File: src/rtl/core/dshr_pkg.sv
// Shared types, constants and ring helpers for the string history ring.
// No dependencies; imported by the top level, sequencer, output register and checker.
`default_nettype none

package dshr_pkg;

	localparam int RING_BYTES = 16;
	localparam int AW         = $clog2(RING_BYTES);
	localparam int CNT_W      = $clog2(RING_BYTES + 1);
	localparam int STP_W      = $clog2(RING_BYTES + 1);
	localparam int SUM_W      = $clog2(RING_BYTES + 16);
	localparam int MOD_STEPS  = (RING_BYTES + 15) / RING_BYTES;
	localparam int MRC_W      = 6;

	localparam logic [MRC_W-1:0] MRC_RESET = 6'd19;
	localparam logic [AW-1:0]    CHR_MAX   = AW'(RING_BYTES - 2);

	localparam logic [7:0] MARK_START = 8'h01;
	localparam logic [7:0] MARK_END   = 8'hFF;
	localparam logic [7:0] CHAR_LOW   = 8'd32;
	localparam logic [7:0] CHAR_HIGH  = 8'd126;
	localparam logic [7:0] CHAR_SUB   = 8'h3F;

	localparam int S_TDATA_W = 16;
	localparam int S_TUSER_W = 3;
	localparam int M_TDATA_W = 8;
	localparam int M_TUSER_W = 2;

	typedef enum logic [2:0] {
		CMD_APPEND  = 3'd0,
		CMD_OLDER   = 3'd1,
		CMD_NEWER   = 3'd2,
		CMD_RD_CHAR = 3'd3,
		CMD_RD_STR  = 3'd4,
		CMD_CLEAR   = 3'd5
	} cmd_t;

	typedef enum logic [1:0] {
		ST_OK   = 2'd0,
		ST_NONE = 2'd1,
		ST_BUSY = 2'd2
	} status_t;

	typedef enum logic [3:0] {
		S_IDLE,
		S_APP_RD,
		S_APP_WR,
		S_WALK_RD,
		S_WALK_CK,
		S_RCH_CK,
		S_RS_RD,
		S_RS_CK,
		S_RS_FIN,
		S_RESP
	} state_t;

	typedef struct packed {
		status_t    status;
		logic [7:0] char_out;
		logic       last;
	} res_t;

	function automatic logic [AW-1:0] ring_next(input logic [AW-1:0] p);
		return (p == AW'(RING_BYTES - 1)) ? '0 : p + AW'(1);
	endfunction

	function automatic logic [AW-1:0] ring_prev(input logic [AW-1:0] p);
		return (p == '0) ? AW'(RING_BYTES - 1) : p - AW'(1);
	endfunction

	// reduce a sum below RING_BYTES + 16 into the ring
	function automatic logic [AW-1:0] ring_wrap(input logic [SUM_W-1:0] s);
		logic [SUM_W-1:0] r;
		r = s;
		for (int k = 0; k < MOD_STEPS; k++) begin
			if (r >= SUM_W'(RING_BYTES))
				r = r - SUM_W'(RING_BYTES);
		end
		return r[AW-1:0];
	endfunction

	function automatic logic [7:0] sanitize(input logic [7:0] c);
		return (c < CHAR_LOW || c > CHAR_HIGH) ? CHAR_SUB : c;
	endfunction

endpackage

`default_nettype wire

File: src/rtl/core/delimited_string_history_ring.sv
// Top level of the string history ring: sequencer, byte store, output register.
// Uses dshr_pkg, dshr_ram, dshr_seq and dshr_obuf.
`default_nettype none

// Keeps a history of text strings in a RING_BYTES byte ring, each stored as
// START 0x01, its characters (unprintable ones as '?') and END 0xFF. Commands
// arrive one transaction at a time on the s_ side and answer on the m_ side;
// a string read answers with one transaction per character, m_tlast on the
// final one. One command is worked on at a time. Every read of the store
// goes through its single registered read port, and each byte is read and
// checked before the next step: a command reads each byte that it touches,
// then checks or writes it, and at last hands over the answer.
// The answer passes through the output register before m_tvalid rises.
// The store needs no clearing pass after reset: valid bits make untouched
// bytes read as zero, and the clear command wipes them all at once.
// While a transaction waits on m_tready, the next command can already be taken.
module delimited_string_history_ring
	import dshr_pkg::*;
(
	input  wire logic                 clk,
	input  wire logic                 arst_n,
	input  wire logic                 s_tvalid,
	output logic                      s_tready,
	input  wire logic [S_TDATA_W-1:0] s_tdata,  // [7:0] char_in, [11:8] char_offset, pad
	input  wire logic [S_TUSER_W-1:0] s_tuser,  // [2:0] cmd
	input  wire logic                 s_tlast,  // end_of_string
	output logic                      m_tvalid,
	input  wire logic                 m_tready,
	output logic      [M_TDATA_W-1:0] m_tdata,  // [7:0] char_out
	output logic      [M_TUSER_W-1:0] m_tuser,  // [1:0] status
	output logic                      m_tlast,  // last
	input  wire logic                 cfg_we,
	input  wire logic [MRC_W-1:0]     cfg_wdata // max_read_chars
);

	logic          res_valid;
	logic          res_ready;
	res_t          res;
	logic          mem_wr_en;
	logic [AW-1:0] mem_wr_addr;
	logic [7:0]    mem_wr_data;
	logic          mem_rd_en;
	logic [AW-1:0] mem_rd_addr;
	logic [7:0]    mem_rd_data;

	dshr_seq u_seq (
		.clk        (clk),
		.arst_n     (arst_n),
		.in_valid   (s_tvalid),
		.in_ready   (s_tready),
		.in_cmd     (s_tuser[2:0]),
		.in_char    (s_tdata[7:0]),
		.in_eos     (s_tlast),
		.in_off     (s_tdata[11:8]),
		.cfg_we     (cfg_we),
		.cfg_wdata  (cfg_wdata),
		.res_valid  (res_valid),
		.res_ready  (res_ready),
		.res        (res),
		.mem_wr_en  (mem_wr_en),
		.mem_wr_addr(mem_wr_addr),
		.mem_wr_data(mem_wr_data),
		.mem_rd_en  (mem_rd_en),
		.mem_rd_addr(mem_rd_addr),
		.mem_rd_data(mem_rd_data)
	);

	dshr_ram #(
		.DEPTH(RING_BYTES),
		.WIDTH(8)
	) u_ram (
		.clk    (clk),
		.wr_en  (mem_wr_en),
		.wr_addr(mem_wr_addr),
		.wr_data(mem_wr_data),
		.rd_en  (mem_rd_en),
		.rd_addr(mem_rd_addr),
		.rd_data(mem_rd_data)
	);

	dshr_obuf u_obuf (
		.clk      (clk),
		.arst_n   (arst_n),
		.res_valid(res_valid),
		.res_ready(res_ready),
		.res      (res),
		.m_tvalid (m_tvalid),
		.m_tready (m_tready),
		.m_tdata  (m_tdata),
		.m_tuser  (m_tuser),
		.m_tlast  (m_tlast)
	);

endmodule

`default_nettype wire

File: src/rtl/core/dshr_ram.sv
// Generic single-write, single-read synchronous RAM with registered read data.
// No package dependency; sized by its parameters.
`default_nettype none

module dshr_ram #(
	parameter int DEPTH = 16,
	parameter int WIDTH = 8,
	localparam int AW = $clog2(DEPTH)
) (
	input  wire logic             clk,
	input  wire logic             wr_en,
	input  wire logic [AW-1:0]    wr_addr,
	input  wire logic [WIDTH-1:0] wr_data,
	input  wire logic             rd_en,
	input  wire logic [AW-1:0]    rd_addr,
	output logic      [WIDTH-1:0] rd_data
);

	logic [WIDTH-1:0] mem [DEPTH];
	logic [WIDTH-1:0] rd_data_q;

	always_ff @(posedge clk) begin
		if (wr_en)
			mem[wr_addr] <= wr_data;
	end

	// hold read data until the next read
	always_ff @(posedge clk) begin
		if (rd_en)
			rd_data_q <= mem[rd_addr];
	end

	assign rd_data = rd_data_q;

endmodule

`default_nettype wire

File: src/rtl/core/dshr_seq.sv
// Command sequencer: read-check-write over the byte store, pointers and counters.
// Uses dshr_pkg; drives the ports of dshr_ram and feeds results to dshr_obuf.
`default_nettype none

module dshr_seq
	import dshr_pkg::*;
(
	input  wire logic             clk,
	input  wire logic             arst_n,
	input  wire logic             in_valid,
	output logic                  in_ready,
	input  wire logic [2:0]       in_cmd,
	input  wire logic [7:0]       in_char,
	input  wire logic             in_eos,
	input  wire logic [3:0]       in_off,
	input  wire logic             cfg_we,
	input  wire logic [MRC_W-1:0] cfg_wdata,
	output logic                  res_valid,
	input  wire logic             res_ready,
	output res_t                  res,
	output logic                  mem_wr_en,
	output logic      [AW-1:0]    mem_wr_addr,
	output logic      [7:0]       mem_wr_data,
	output logic                  mem_rd_en,
	output logic      [AW-1:0]    mem_rd_addr,
	input  wire logic [7:0]       mem_rd_data
);

	state_t             state_q, state_d;
	logic [AW-1:0]      ins_q, ins_d;
	logic [AW-1:0]      brw_q, brw_d;
	logic [CNT_W-1:0]   cnt_q, cnt_d;
	logic               open_q, open_d;
	logic [AW-1:0]      chw_q, chw_d;
	logic [MRC_W-1:0]   mrc_q;
	logic [AW-1:0]      ptr_q, ptr_d;
	logic [STP_W-1:0]   stp_q, stp_d;
	logic [2:0]         pend_q, pend_d;
	logic [7:0]         chr_q, chr_d;
	logic [MRC_W-1:0]   rsn_q, rsn_d;
	logic [7:0]         held_q, held_d;
	logic               held_v_q, held_v_d;
	logic               older_q, older_d;
	status_t            rst_q, rst_d;
	logic [7:0]         rch_q, rch_d;
	logic [RING_BYTES-1:0] valid_q;
	logic               vld_s1;
	logic               clr_all;

	logic [7:0]         rbyte;
	logic               dec;
	logic [CNT_W-1:0]   cnt_dec;
	logic [2:0]         pend_nx;
	logic [AW-1:0]      step_addr;
	logic [MRC_W-1:0]   limit;
	logic               advance;

	// unwritten entries read as zero
	assign rbyte     = vld_s1 ? mem_rd_data : 8'h00;
	assign dec       = (rbyte == MARK_START) && (cnt_q != '0);
	assign cnt_dec   = cnt_q - CNT_W'(dec);
	assign step_addr = older_q ? ring_prev(ptr_q) : ring_next(ptr_q);
	assign limit     = mrc_q - MRC_W'(1);

	always_ff @(posedge clk or negedge arst_n) begin
		if (!arst_n) begin
			state_q  <= S_IDLE;
			ins_q    <= '0;
			brw_q    <= '0;
			cnt_q    <= '0;
			open_q   <= 1'b0;
			chw_q    <= '0;
			ptr_q    <= '0;
			stp_q    <= '0;
			pend_q   <= '0;
			chr_q    <= '0;
			rsn_q    <= '0;
			held_q   <= '0;
			held_v_q <= 1'b0;
			older_q  <= 1'b0;
			rst_q    <= ST_OK;
			rch_q    <= '0;
		end else begin
			state_q  <= state_d;
			ins_q    <= ins_d;
			brw_q    <= brw_d;
			cnt_q    <= cnt_d;
			open_q   <= open_d;
			chw_q    <= chw_d;
			ptr_q    <= ptr_d;
			stp_q    <= stp_d;
			pend_q   <= pend_d;
			chr_q    <= chr_d;
			rsn_q    <= rsn_d;
			held_q   <= held_d;
			held_v_q <= held_v_d;
			older_q  <= older_d;
			rst_q    <= rst_d;
			rch_q    <= rch_d;
		end
	end

	always_ff @(posedge clk or negedge arst_n) begin
		if (!arst_n)
			mrc_q <= MRC_RESET;
		else if (cfg_we)
			mrc_q <= cfg_wdata;
	end

	// one valid bit per ring byte; clear wipes them all at once
	always_ff @(posedge clk or negedge arst_n) begin
		if (!arst_n) begin
			valid_q <= '0;
			vld_s1  <= 1'b0;
		end else begin
			if (clr_all)
				valid_q <= '0;
			else if (mem_wr_en)
				valid_q[mem_wr_addr] <= 1'b1;
			if (mem_rd_en)
				vld_s1 <= valid_q[mem_rd_addr];
		end
	end

	always_comb begin
		state_d     = state_q;
		ins_d       = ins_q;
		brw_d       = brw_q;
		cnt_d       = cnt_q;
		open_d      = open_q;
		chw_d       = chw_q;
		ptr_d       = ptr_q;
		stp_d       = stp_q;
		pend_d      = pend_q;
		chr_d       = chr_q;
		rsn_d       = rsn_q;
		held_d      = held_q;
		held_v_d    = held_v_q;
		older_d     = older_q;
		rst_d       = rst_q;
		rch_d       = rch_q;
		in_ready    = 1'b0;
		clr_all     = 1'b0;
		mem_rd_en   = 1'b0;
		mem_rd_addr = ptr_q;
		mem_wr_en   = 1'b0;
		mem_wr_addr = ins_q;
		mem_wr_data = MARK_END;
		res_valid   = 1'b0;
		res         = '{status: rst_q, char_out: rch_q, last: 1'b1};
		pend_nx     = pend_q;
		advance     = 1'b0;

		unique case (state_q)
			S_IDLE: begin
				in_ready = 1'b1;
				rst_d    = ST_OK;
				rch_d    = 8'h00;
				if (in_valid) begin
					if (in_cmd == CMD_APPEND) begin
						// a dropped, non-final character touches nothing
						pend_nx = {in_eos, !open_q || (chw_q < CHR_MAX), !open_q};
						pend_d  = pend_nx;
						chr_d   = sanitize(in_char);
						state_d = (pend_nx != '0) ? S_APP_RD : S_RESP;
					end else if (open_q) begin
						rst_d   = ST_BUSY;
						state_d = S_RESP;
					end else begin
						state_d = S_RESP;
						unique case (in_cmd) inside
							CMD_OLDER, CMD_NEWER: begin
								if (cnt_q == '0) begin
									rst_d = ST_NONE;
								end else begin
									older_d = (in_cmd == CMD_OLDER);
									ptr_d   = brw_q;
									stp_d   = '0;
									state_d = S_WALK_RD;
								end
							end
							CMD_RD_CHAR: begin
								if (cnt_q == '0) begin
									rst_d = ST_NONE;
								end else begin
									mem_rd_en   = 1'b1;
									mem_rd_addr = ring_wrap(SUM_W'(brw_q) + SUM_W'(1)
										+ SUM_W'(in_off));
									state_d     = S_RCH_CK;
								end
							end
							CMD_RD_STR: begin
								if (cnt_q == '0 || mrc_q <= MRC_W'(1)) begin
									rst_d = ST_NONE;
								end else begin
									ptr_d    = ring_next(brw_q);
									rsn_d    = '0;
									held_v_d = 1'b0;
									state_d  = S_RS_RD;
								end
							end
							CMD_CLEAR: begin
								clr_all = 1'b1;
								ins_d   = '0;
								brw_d   = '0;
								cnt_d   = '0;
								chw_d   = '0;
							end
							default: ;
						endcase
					end
				end
			end

			S_APP_RD: begin
				mem_rd_en   = 1'b1;
				mem_rd_addr = ins_q;
				state_d     = S_APP_WR;
			end

			// write the first pending byte, counting a lost START
			S_APP_WR: begin
				mem_wr_en = 1'b1;
				ins_d     = ring_next(ins_q);
				cnt_d     = cnt_dec;
				if (pend_q[0]) begin
					mem_wr_data = MARK_START;
					brw_d       = ins_q;
					open_d      = 1'b1;
					chw_d       = '0;
					pend_nx[0]  = 1'b0;
				end else if (pend_q[1]) begin
					mem_wr_data = chr_q;
					chw_d       = chw_q + AW'(1);
					pend_nx[1]  = 1'b0;
				end else begin
					mem_wr_data = MARK_END;
					cnt_d       = cnt_dec + CNT_W'(1);
					open_d      = 1'b0;
					chw_d       = '0;
					pend_nx[2]  = 1'b0;
				end
				pend_d  = pend_nx;
				state_d = (pend_nx != '0) ? S_APP_RD : S_RESP;
			end

			S_WALK_RD: begin
				mem_rd_en   = 1'b1;
				mem_rd_addr = step_addr;
				ptr_d       = step_addr;
				stp_d       = stp_q + STP_W'(1);
				state_d     = S_WALK_CK;
			end

			S_WALK_CK: begin
				if (rbyte == MARK_START) begin
					brw_d   = ptr_q;
					state_d = S_RESP;
				end else if (stp_q == STP_W'(RING_BYTES)) begin
					rst_d   = ST_NONE;
					state_d = S_RESP;
				end else begin
					state_d = S_WALK_RD;
				end
			end

			S_RCH_CK: begin
				if (rbyte == MARK_END)
					rst_d = ST_NONE;
				else
					rch_d = rbyte;
				state_d = S_RESP;
			end

			S_RS_RD: begin
				mem_rd_en   = 1'b1;
				mem_rd_addr = ptr_q;
				ptr_d       = ring_next(ptr_q);
				rsn_d       = rsn_q + MRC_W'(1);
				state_d     = S_RS_CK;
			end

			// a character is held back one step so the last one can be marked
			S_RS_CK: begin
				if (rbyte == MARK_END) begin
					res_valid = 1'b1;
					if (held_v_q)
						res = '{status: ST_OK, char_out: held_q, last: 1'b1};
					else
						res = '{status: ST_NONE, char_out: 8'h00, last: 1'b1};
					if (res_ready)
						state_d = S_IDLE;
				end else begin
					if (held_v_q) begin
						res_valid = 1'b1;
						res       = '{status: ST_OK, char_out: held_q, last: 1'b0};
					end
					advance = !held_v_q || res_ready;
					if (advance) begin
						held_d   = rbyte;
						held_v_d = 1'b1;
						state_d  = (rsn_q == limit) ? S_RS_FIN : S_RS_RD;
					end
				end
			end

			S_RS_FIN: begin
				res_valid = 1'b1;
				res       = '{status: ST_OK, char_out: held_q, last: 1'b1};
				if (res_ready)
					state_d = S_IDLE;
			end

			S_RESP: begin
				res_valid = 1'b1;
				if (res_ready)
					state_d = S_IDLE;
			end

			default: state_d = S_IDLE;
		endcase
	end

endmodule

`default_nettype wire

File: src/rtl/core/dshr_obuf.sv
// Output register of the result stream; parts the sequencer from the consumer.
// Uses dshr_pkg for the result type and stream widths.
`default_nettype none

module dshr_obuf
	import dshr_pkg::*;
(
	input  wire logic                 clk,
	input  wire logic                 arst_n,
	input  wire logic                 res_valid,
	output logic                      res_ready,
	input  wire res_t                 res,
	output logic                      m_tvalid,
	input  wire logic                 m_tready,
	output logic      [M_TDATA_W-1:0] m_tdata,
	output logic      [M_TUSER_W-1:0] m_tuser,
	output logic                      m_tlast
);

	logic valid_q;
	res_t res_q;

	assign res_ready = !valid_q || m_tready;

	always_ff @(posedge clk or negedge arst_n) begin
		if (!arst_n)
			valid_q <= 1'b0;
		else if (res_ready)
			valid_q <= res_valid;
	end

	always_ff @(posedge clk) begin
		if (res_ready && res_valid)
			res_q <= res;
	end

	assign m_tvalid = valid_q;
	assign m_tdata  = res_q.char_out;
	assign m_tuser  = res_q.status;
	assign m_tlast  = res_q.last;

endmodule

`default_nettype wire

File: config.mk
export PLATFORM = sky130hd
export DESIGN_NAME = delimited_string_history_ring
export DESIGN_NICKNAME = d
export VERILOG_FILES = /design/src/rtl/core/dshr_pkg.sv /design/src/rtl/core/delimited_string_history_ring.sv /design/src/rtl/core/dshr_ram.sv /design/src/rtl/core/dshr_seq.sv /design/src/rtl/core/dshr_obuf.sv
export SDC_FILE = /design/constraint.sdc
export NUM_CORES = 1
export LEC_CHECK = 0
export BUFFER_PORTS_ARGS = -buffer_cell sky130_fd_sc_hd__clkbuf_2
export CAP_MARGIN = 10
export CORE_ASPECT_RATIO = 0.7
export CORE_MARGIN = 8
export CORE_UTILIZATION = 30
export DETAILED_ROUTE_END_ITERATION = 10
export GPL_TIMING_DRIVEN = 0
export PLACE_DENSITY_LB_ADDON = 0.12
export RECOVER_POWER = 25
export SKIP_LAST_GASP = 1
export SLEW_MARGIN = 20
export SYNTH_ARGS = -nofsm -noshare
export SYNTH_HDL_FRONTEND = slang
export SYNTH_HIERARCHICAL = 1
export SYNTH_SLANG_ARGS = --single-unit
File: constraint.sdc
create_clock -name clk -period 4.5 [get_ports clk]
set_input_delay 0.9 -clock clk [delete_from_list [all_inputs] [get_ports clk]]
set_output_delay 0.9 -clock clk [all_outputs]
set_load 0.005 [all_outputs]
==> impl_summary.md, run 1 <==
CTS
The quantity of gates resized following cts is 0. TritonCTS created 26 clock buffers. The buffer cell driving the clock tree root is clkbuf_16. The CTS tree is built. The post-CTS setup-driven buffer insertion count is 0. The number of levels the H-tree was split into is 1.

After clock tree synthesis, the clock-pin slew on the worst setup and hold paths is 0.06 ns. The number of clock sinks is 239. The source-to-sink clock delay at the later pin of the worst-skew pair is 0.54 ns.

No sink is reached through more buffers than the 3 on the longest clock path. The quantity of hold-fixing buffers added after cts is 0.

Synthesis
Of the synthesized area, sequential elements account for 58.7%. In this run the cell area of the synthesized design comes to 11400 um^2. The share of synthesized area in the top cell type comes to 38.6%. The synthesis-stage register bit count is 239. The net count of the mapped netlist is 988.

The library cell occupying the most area in the post-synthesis netlist is edfxtp_1. After synthesis, the mean cell area works out to 12.2 um^2. After technology mapping, the gate count stands at 937.

In the synthesized netlist the dominant register cell turns out to be edfxtp_1. For this run, the number of Yosys warnings is 6. Ranked by total cell area, the synthesized netlist is headed by edfxtp_1 39%, dfrtp_1 19%, mux4_2 3.5%, mux4_1 3.2%, o21ai_0 3.0%. The synthesized design contains 147 enable-type register cells.

After synthesis, the share of flip-flops with an asynchronous set or reset is 38.5%. Synthesis instantiated 82 different standard cells from the library.

Finish
The number of antenna repair diodes is 0. The most common cell after layout, fill and taps aside is edfxtp_1. The final standard cell count with taps included and fillers excluded is 1525. The final cell utilization of the core is 34.7%. The net count of the finished layout is 1061. The share of cells above drive strength 1 is 14.2%.

The finished layout cell area is 13200 um^2. The top cell types in the final layout, fill and taps aside, are 147 x edfxtp_1, 89 x dfrtp_1, 85 x nand2_1. The area added between synthesis and finish is 15.3%.

Timing
The worst path needs 4.35 ns of the cycle, external delays included. The worst path uses 96.6% of the clock period. Setup repair after global routing could not meet its margin everywhere. Timing would allow up to 230 MHz.

For the pin with the worst max-slew slack, the measured transition is 2.00 ns. The hold violation total from the final report is 0. The number of setup violations in the final report is 0. Between clock sinks in the finished design, the worst skew comes to 0.0254 ns.

The number of pins exceeding their max-slew limit in the final report is 76. In this run the tightest slew margin relative to its limit is -33.6%.

Hold path
The number of cells on the worst hold path is 2. The path class of the tightest hold or removal check is reg2reg. The worst hold path endpoint is u_seq/held_q[0]$_DFFE_PN0P_. The worst hold path begins at u_seq/held_q[0]$_DFFE_PN0P_.

Worst setup path
The data required time at the worst endpoint is 4.65 ns. The worst flop-to-flop path endpoint is u_ram/mem[2][1]$_DFFE_PP_. The cell family contributing the most delay on the critical path is simple AND/OR/NAND/NOR gates.

The critical-path maximum fanout is 13. Data arrives at the worst endpoint at 4.49 ns. The worst register-to-register path begins at u_seq/state_q[1]$_DFFE_PN0P_. The kind of critical path is reg2reg.

The combined buffer and inverter count along the critical path is 4. STA classifies the critical path startpoint as a flop. Setup slack on the worst reg-to-reg path comes out at 0.15 ns.

STA classifies the critical path endpoint as a flop. On the worst path, the slowest cell contributes a delay of 0.72 ns. The worst reg2reg path depth is 8.

The cell seen most often among critical-path stages is clkbuf_1. Traced cell by cell, the critical path runs through clkbuf_1, nor2b_1, nand2_1, inv_1, clkbuf_1, clkbuf_1, or3b_2, nor2_1. The slowest stage of the critical path belongs to the cell nor2_1.

Route
After the first detailed-routing iteration, the DRC count stood at 662. The detail route stage leaves a number of antenna-violating nets equal to 0. Dividing the detail-routed via count by the number of cells gives 5.10. The average wire length per cell after detail routing is 20.1 um. Summing over every cut layer, the via total after detailed routing is 7781. The routed design has 30700 um of wire.

The post-detailed-route DRC marker count is 0. For this run, the detailed router's first-pass iteration total came to 5.

Floorplanning
The number of placement rows is 60. The floorplan step defined a die boundary enclosing 44800 um^2. The region available for standard cell placement spans 38000 um^2. The initial core utilization is 30.1%.

The die extent in y is 179 um. 44 I/O pins were placed. Measured along the x axis, the die boundary spans 249 um.

Power and ir drop
In this run, the clock network consumes 22.6% of the power. The net switching fraction of the power is 39.4%. The power per cell area is 719 nW/um^2. The internal power is 5750 uW.

The power share of the sequential group is 34.5%. The leakage power is 0.00478 uW. The net switching power figure is 3740 uW. The worst-case IR drop observed on VDD is 308 uV. The logic gate share of total power is 42.9%.

Global routing
The first-pass GRT wire length is 47500 um. The total global routing track utilization is 13.5%. The pin count of the biggest net entering global routing is 76. The initial antenna violation count is 0. The total grt overflow is 0. The via count of the first global-routing pass is 7511.

Job
The max-capacitance violation count is 1.

Place
The congestion estimate from routability-driven global placement came to 0.806. The total instance count after detailed placement is 1478. After detailed placement, the total cell area comes to 12400 um^2. The sum of net half-perimeters after detailed placement is 22000 um.

Buffers placed on the I/O ports in this run total 38.

Outcome
The flow ran to the end, but the final reports show violations. The final reports fail on capacitance limit, slew limit.
## cell families (layout without fill, tap and decap cells)
family	count (synthesis)	in the layout	synth area share [%]
AOI/OAI and AO/OA	227	227	13.1
DFF	239	239	58.7
adders and majority gates	21	21	2.34
muxes	39	39	7.43
and+or+nand+nor	302	302	12.9
buffers and inverters	83	175	3.52
xor gates and xnor gates	26	26	1.99
## cell type report
| type | instances | area [um^2] |
|---|---|---|
| sequential | 239 | 6720 |
| fill | 3831 | 24800 |
| clock inverter | 17 | 163 |
| clock buffer | 30 | 687 |
| timing repair buffer | 45 | 231 |
| multi-input combinational | 615 | 4380 |
| inverter | 39 | 159 |
| buffer | 44 | 236 |
| tap | 496 | 621 |
## per-layer routing
metal	track usage, %	up-vias	share of wire [%]
li1	-	3666	-
met1	22.3	3884	55
met2	17.4	196	38
met3	2.84	35	5.7
met4	2.52	0	1.3
met5	0	-	0
## worst register-to-register path, delay by kind of cell, from the launching register on
family        cells  cell delay [ns]
buf+inv           4             1.59
flops             1             0.42
simple gates      4             1.96
## cell usage after synthesis (7+ instances only)
cell	n
nand2b_1	14
inv_1	38
nor2_1	86
nor3_1	20
buf_2	7
mux4_2	18
nand3_1	26
a22o_1	11
clkbuf_1	25
ha_1	19
a22oi_1	21
nand4_1	10
xnor2_1	13
nand2_1	85
mux4_1	14
dfrtp_1	89
a31oi_1	23
xor2_1	13
edfxtp_1	147
a211oi_1	7
o21ai_0	68
a21oi_1	43
nor2b_1	18
## state kept, by name, summed over array words and instances, names as in the netlist, 6 cells and up
register	cells
u_seq/held_q	8
u_seq/rsn_q	6
u_seq/valid_q	16
u_seq/mrc_q	6
u_seq/rch_q	8
u_ram/rd_data	8
u_ram/mem	128
u_obuf/m_tdata	8
u_seq/chr_q	8
## worst max path at each step
| stage | from | endpoint | slack (ns) | depth (start not counted) |
|---|---|---|---|---|
| 4_1_cts | u_seq/state_q[1]$_DFFE_PN0P_ | u_ram/mem[2][1]$_DFFE_PP_ | 0.22 | 8 |
| 3_3_place_gp | u_seq/state_q[1]$_DFFE_PN0P_ | u_ram/mem[8][1]$_DFFE_PP_ | -0.1 | 8 |
| 3_5_place_dp | u_seq/state_q[1]$_DFFE_PN0P_ | u_ram/mem[2][1]$_DFFE_PP_ | 0.25 | 8 |
| 6_report | u_seq/state_q[1]$_DFFE_PN0P_ | u_ram/mem[2][1]$_DFFE_PP_ | 0.15 | 8 |
| 2_1_floorplan | s_tuser[2] | u_ram/rd_data[1]$_DFFE_PP_ | 1.33 | 10 |
| 5_1_grt | u_seq/state_q[1]$_DFFE_PN0P_ | u_ram/mem[3][1]$_DFFE_PP_ | -0.08 | 8 |
## power groups by stage
stage	registers, uW	clock network, uW	logic [uW]
finish	3270	2150	4070
CTS	3270	2220	4140
floorplan	3150	0	2920
global route	3330	2300	4480
global placement	3310	0	4080
detailed placement	3310	0	4120
## metrics by stage
stage / hold WS, ns / setup WS [ns] / power [uW] / TNS, ns
floorplan: 0.451 / 1.33 / 6080 / 0
global route: 0.510 / -0.0765 / 10100 / -1.14
CTS: 0.199 / 0.224 / 9620 / 0
detailed placement: 0.478 / 0.254 / 7430 / 0
global placement: 0.468 / -0.0990 / 7390 / -0.784
finish: 0.489 / 0.153 / 9490 / 0
No activity file was read; power rests on OpenSTA's default activity.
==> run 2: changes to the inputs <==
--- a/config.mk
+++ b/config.mk
@@ -11,4 +11,5 @@
 export CORE_MARGIN = 8
 export CORE_UTILIZATION = 30
+export CTS_CLUSTER_SIZE = 28
 export DETAILED_ROUTE_END_ITERATION = 10
 export GPL_TIMING_DRIVEN = 0
==> constraint.sdc (replaced) <==
create_clock -name clk -period 4.5 [get_ports clk]
set_input_delay 0.45 -clock clk [delete_from_list [all_inputs] [get_ports clk]]
set_output_delay 0.45 -clock clk [all_outputs]
set_load 0.005 [all_outputs]
==> impl_summary.md, run 2 (synthesis results as in run 1) <==
Worst setup path
The startpoint kind of the worst setup timing path is a flop. The worst endpoint data arrival time is 4.50 ns. The kind of critical path is reg2reg. The endpoint class of the critical path is a flop.

The critical-path maximum fanout is 13. The data required time at the worst endpoint is 4.65 ns.

CTS
The clock transition at the register clock pins on the worst setup and hold paths after CTS is 0.06 ns. In this run the number of H-tree levels came out at 1. The number of clock sinks is 239.

The source-to-sink clock delay at the later pin of the worst-skew pair is 0.54 ns. TritonCTS built the clock tree. Once the clock tree was built, the setup fixing pass inserted 0 buffers. TritonCTS created 26 clock buffers.

The clock passes through at most 3 buffers. The buffer cell driving the clock tree root is clkbuf_16.

Finish
After the last flow step, the layout net total stands at 1062. The number of antenna repair diodes is 0. From synthesis to final layout, the design area changed by 15.4%.

Ranked by flip-flop count, first place goes to u_ram/mem. The register with the most flip-flops in the layout has 128 of them. The share of cells above drive strength 1 is 14.0%. The most common cell after layout, fill and taps aside is edfxtp_1. The number of filler instances in the final layout is 3830. Leaving out fill and tap cells, the most frequent cells in the layout are 147 x edfxtp_1, 89 x dfrtp_1, 85 x nand2_1. In the final layout, the registers with the most flip-flops are u_ram/mem (128), u_seq/valid_q (16).

Timing
For this run, the top clock speed supported by timing is 230 MHz. Dividing the final minimum period by the clock period gives 96.8%. The number of pins exceeding their max-slew limit in the final report was 76. The slew at the pin closest to its max-slew limit is 2.00 ns. Setup total negative slack on the finished layout was measured at 0 ns. Between clock sinks in the finished design, the worst skew comes to 0.0253 ns.

For the finished layout, the period the worst path requires is 4.36 ns. The headroom to the max-slew limit is -33.3%. Setup slack on the critical path of the routed design comes to 0.145 ns. Setup violations remaining at the end of the flow were counted as 0. The hold violation total from the final report came to 0. Setup repair after global routing could not meet its margin everywhere.

Power and ir drop
The power per cell area is 719 nW/um^2. The leakage power is 0.00479 uW. The logic gate share of total power is 42.9%.

The highest ir drop seen on vdd is 307 uV. Summed over all nets, the switching power comes to 3740 uW. The power share of the clock group is 22.6%. Net switching is 39.4% of the power. Per report_power, the sequential group accounts for 34.5% of the total.

The internal power of the cells totals 5750 uW.

Floorplanning
The core footprint is 38000 um^2. Once the floorplan was initialized, standard cells occupied 30.1% of the core. The number of primary I/O pins is 44.

The initialized floorplan defines 60 standard-cell rows. The die is 179 um tall. The area of the die is 44800 um^2. The horizontal extent of the die is 249 um.

Route
The detailed-routing iteration count for the pre-antenna-repair pass is 5. The total via count after detailed routing is 7782. The final routed wirelength across all metal layers is 30700 um. The count of nets left with antenna violations once routing finished came out at 0. The first routing iteration left 703 violations. In the routed layout, each cell is associated on average with a via count of 5.10.

For this run, design rule violations remaining after detail routing come to 0. After detailed routing, the average wire length per cell comes to 20.1 um.

Place
The placement-stage worst setup slack is 0.254 ns. The sum of net half-perimeters after detailed placement is 22000 um. In this run the tool buffered the top-level ports with 38 buffer cells. Routability-driven placement finished with a final weighted congestion of 0.806.

Global routing
The total grt overflow is 0. Across every metal layer, demand over resource in global routing totals 13.5%. The first-pass GRT wire length is 47500 um. The via count of the first global-routing pass is 7514. The initial antenna violation count came to 0. The pin count of the biggest net entering global routing is 76.

Hold path
The path class of the tightest hold or removal check is in2reg.

Job
The tool flagged a number of max-cap violations equal to 1.

Outcome
The flow ran to the end, but the final reports show violations. The checks that failed: capacitance limit, slew limit.
run 2: routing by layer:
metal | vias to the layer above | GRT usage, % | wire [um]
met2 | 190 | 17.4 | 11600
li1 | 3669 | - | -
met4 | 0 | 2.52 | 406
met3 | 34 | 2.84 | 1720
met5 | - | 0 | 0
met1 | 3889 | 22.3 | 16900
run 2: worst paths after layout:
| path | start | end | slack (ns) | cells past startpoint |
|---|---|---|---|---|
| hold / removal | s_tdata[4] | u_seq/chr_q[4]$_DFFE_PN0P_ | 0.14 | 2 |
| setup reg to reg | u_seq/state_q[1]$_DFFE_PN0P_ | u_ram/mem[2][1]$_DFFE_PP_ | 0.14 | 8 |
| setup / recovery | u_seq/state_q[1]$_DFFE_PN0P_ | u_ram/mem[2][1]$_DFFE_PP_ | 0.14 | 8 |
| min in group asynchronous | arst_n | u_seq/mrc_q[5]$_DFFE_PN0P_ | 0.59 | 2 |
| hold reg to reg | u_seq/held_q[0]$_DFFE_PN0P_ | u_seq/held_q[0]$_DFFE_PN0P_ | 0.49 | 2 |
| max in group asynchronous | arst_n | u_seq/chr_q[4]$_DFFE_PN0P_ | 1.43 | 3 |
run 2: area by class of cell:
cell class	instances	area, um^2	area share [%]
Buffer	44	236	1.79
Clock buffer	30	687	5.20
Clock inverter	17	163	1.23
Inverter	39	159	1.20
Multi-Input combinational cell	615	4380	33.2
Sequential cell	239	6720	50.9
Tap cell	496	621	4.70
Timing Repair Buffer	46	241	1.83
run 2: power groups by stage:
| stage | logic (uW) | registers [uW] | clock network [uW] |
|---|---|---|---|
| floorplan | 2920 | 3150 | 0 |
| global placement | 4080 | 3310 | 0 |
| detailed placement | 4120 | 3310 | 0 |
| CTS | 4140 | 3270 | 2220 |
| global route | 4480 | 3330 | 2300 |
| finish | 4070 | 3270 | 2150 |
run 2: repair_timing:
item	in CTS	in global routing
hold buffers	1	0
gates resized for setup	0	0
endpoints found under the hold margin	17	0
endpoints found under the setup margin	0	24
run 2: through the flow:
| stage | area (um^2) | instances | utilization (%) | total power (uW) | hold slack [ns] |
|---|---|---|---|---|---|
| finish | 13200 | 1526 | 34.8 | 9490 | 0.140 |
| global route | 13200 | 1526 | 34.8 | 10100 | 0.122 |
| CTS | 13300 | 1526 | 34.9 | 9620 | 0.109 |
| detailed placement | 12400 | 1478 | 32.6 | 7430 | 0.321 |
| global placement | 12300 | 1471 | 32.3 | 7390 | 0.468 |
| floorplan | 11400 | 937 | - | 6080 | 0.154 |
run 2: worst max-delay path, cell delays in order (launching register included):
cell	delay [ns]
dfrtp_1	0.42
clkbuf_1	0.39
nor2b_1	0.44
nand2_1	0.25
inv_1	0.16
clkbuf_1	0.45
clkbuf_1	0.59
or3b_2	0.56
nor2_1	0.72
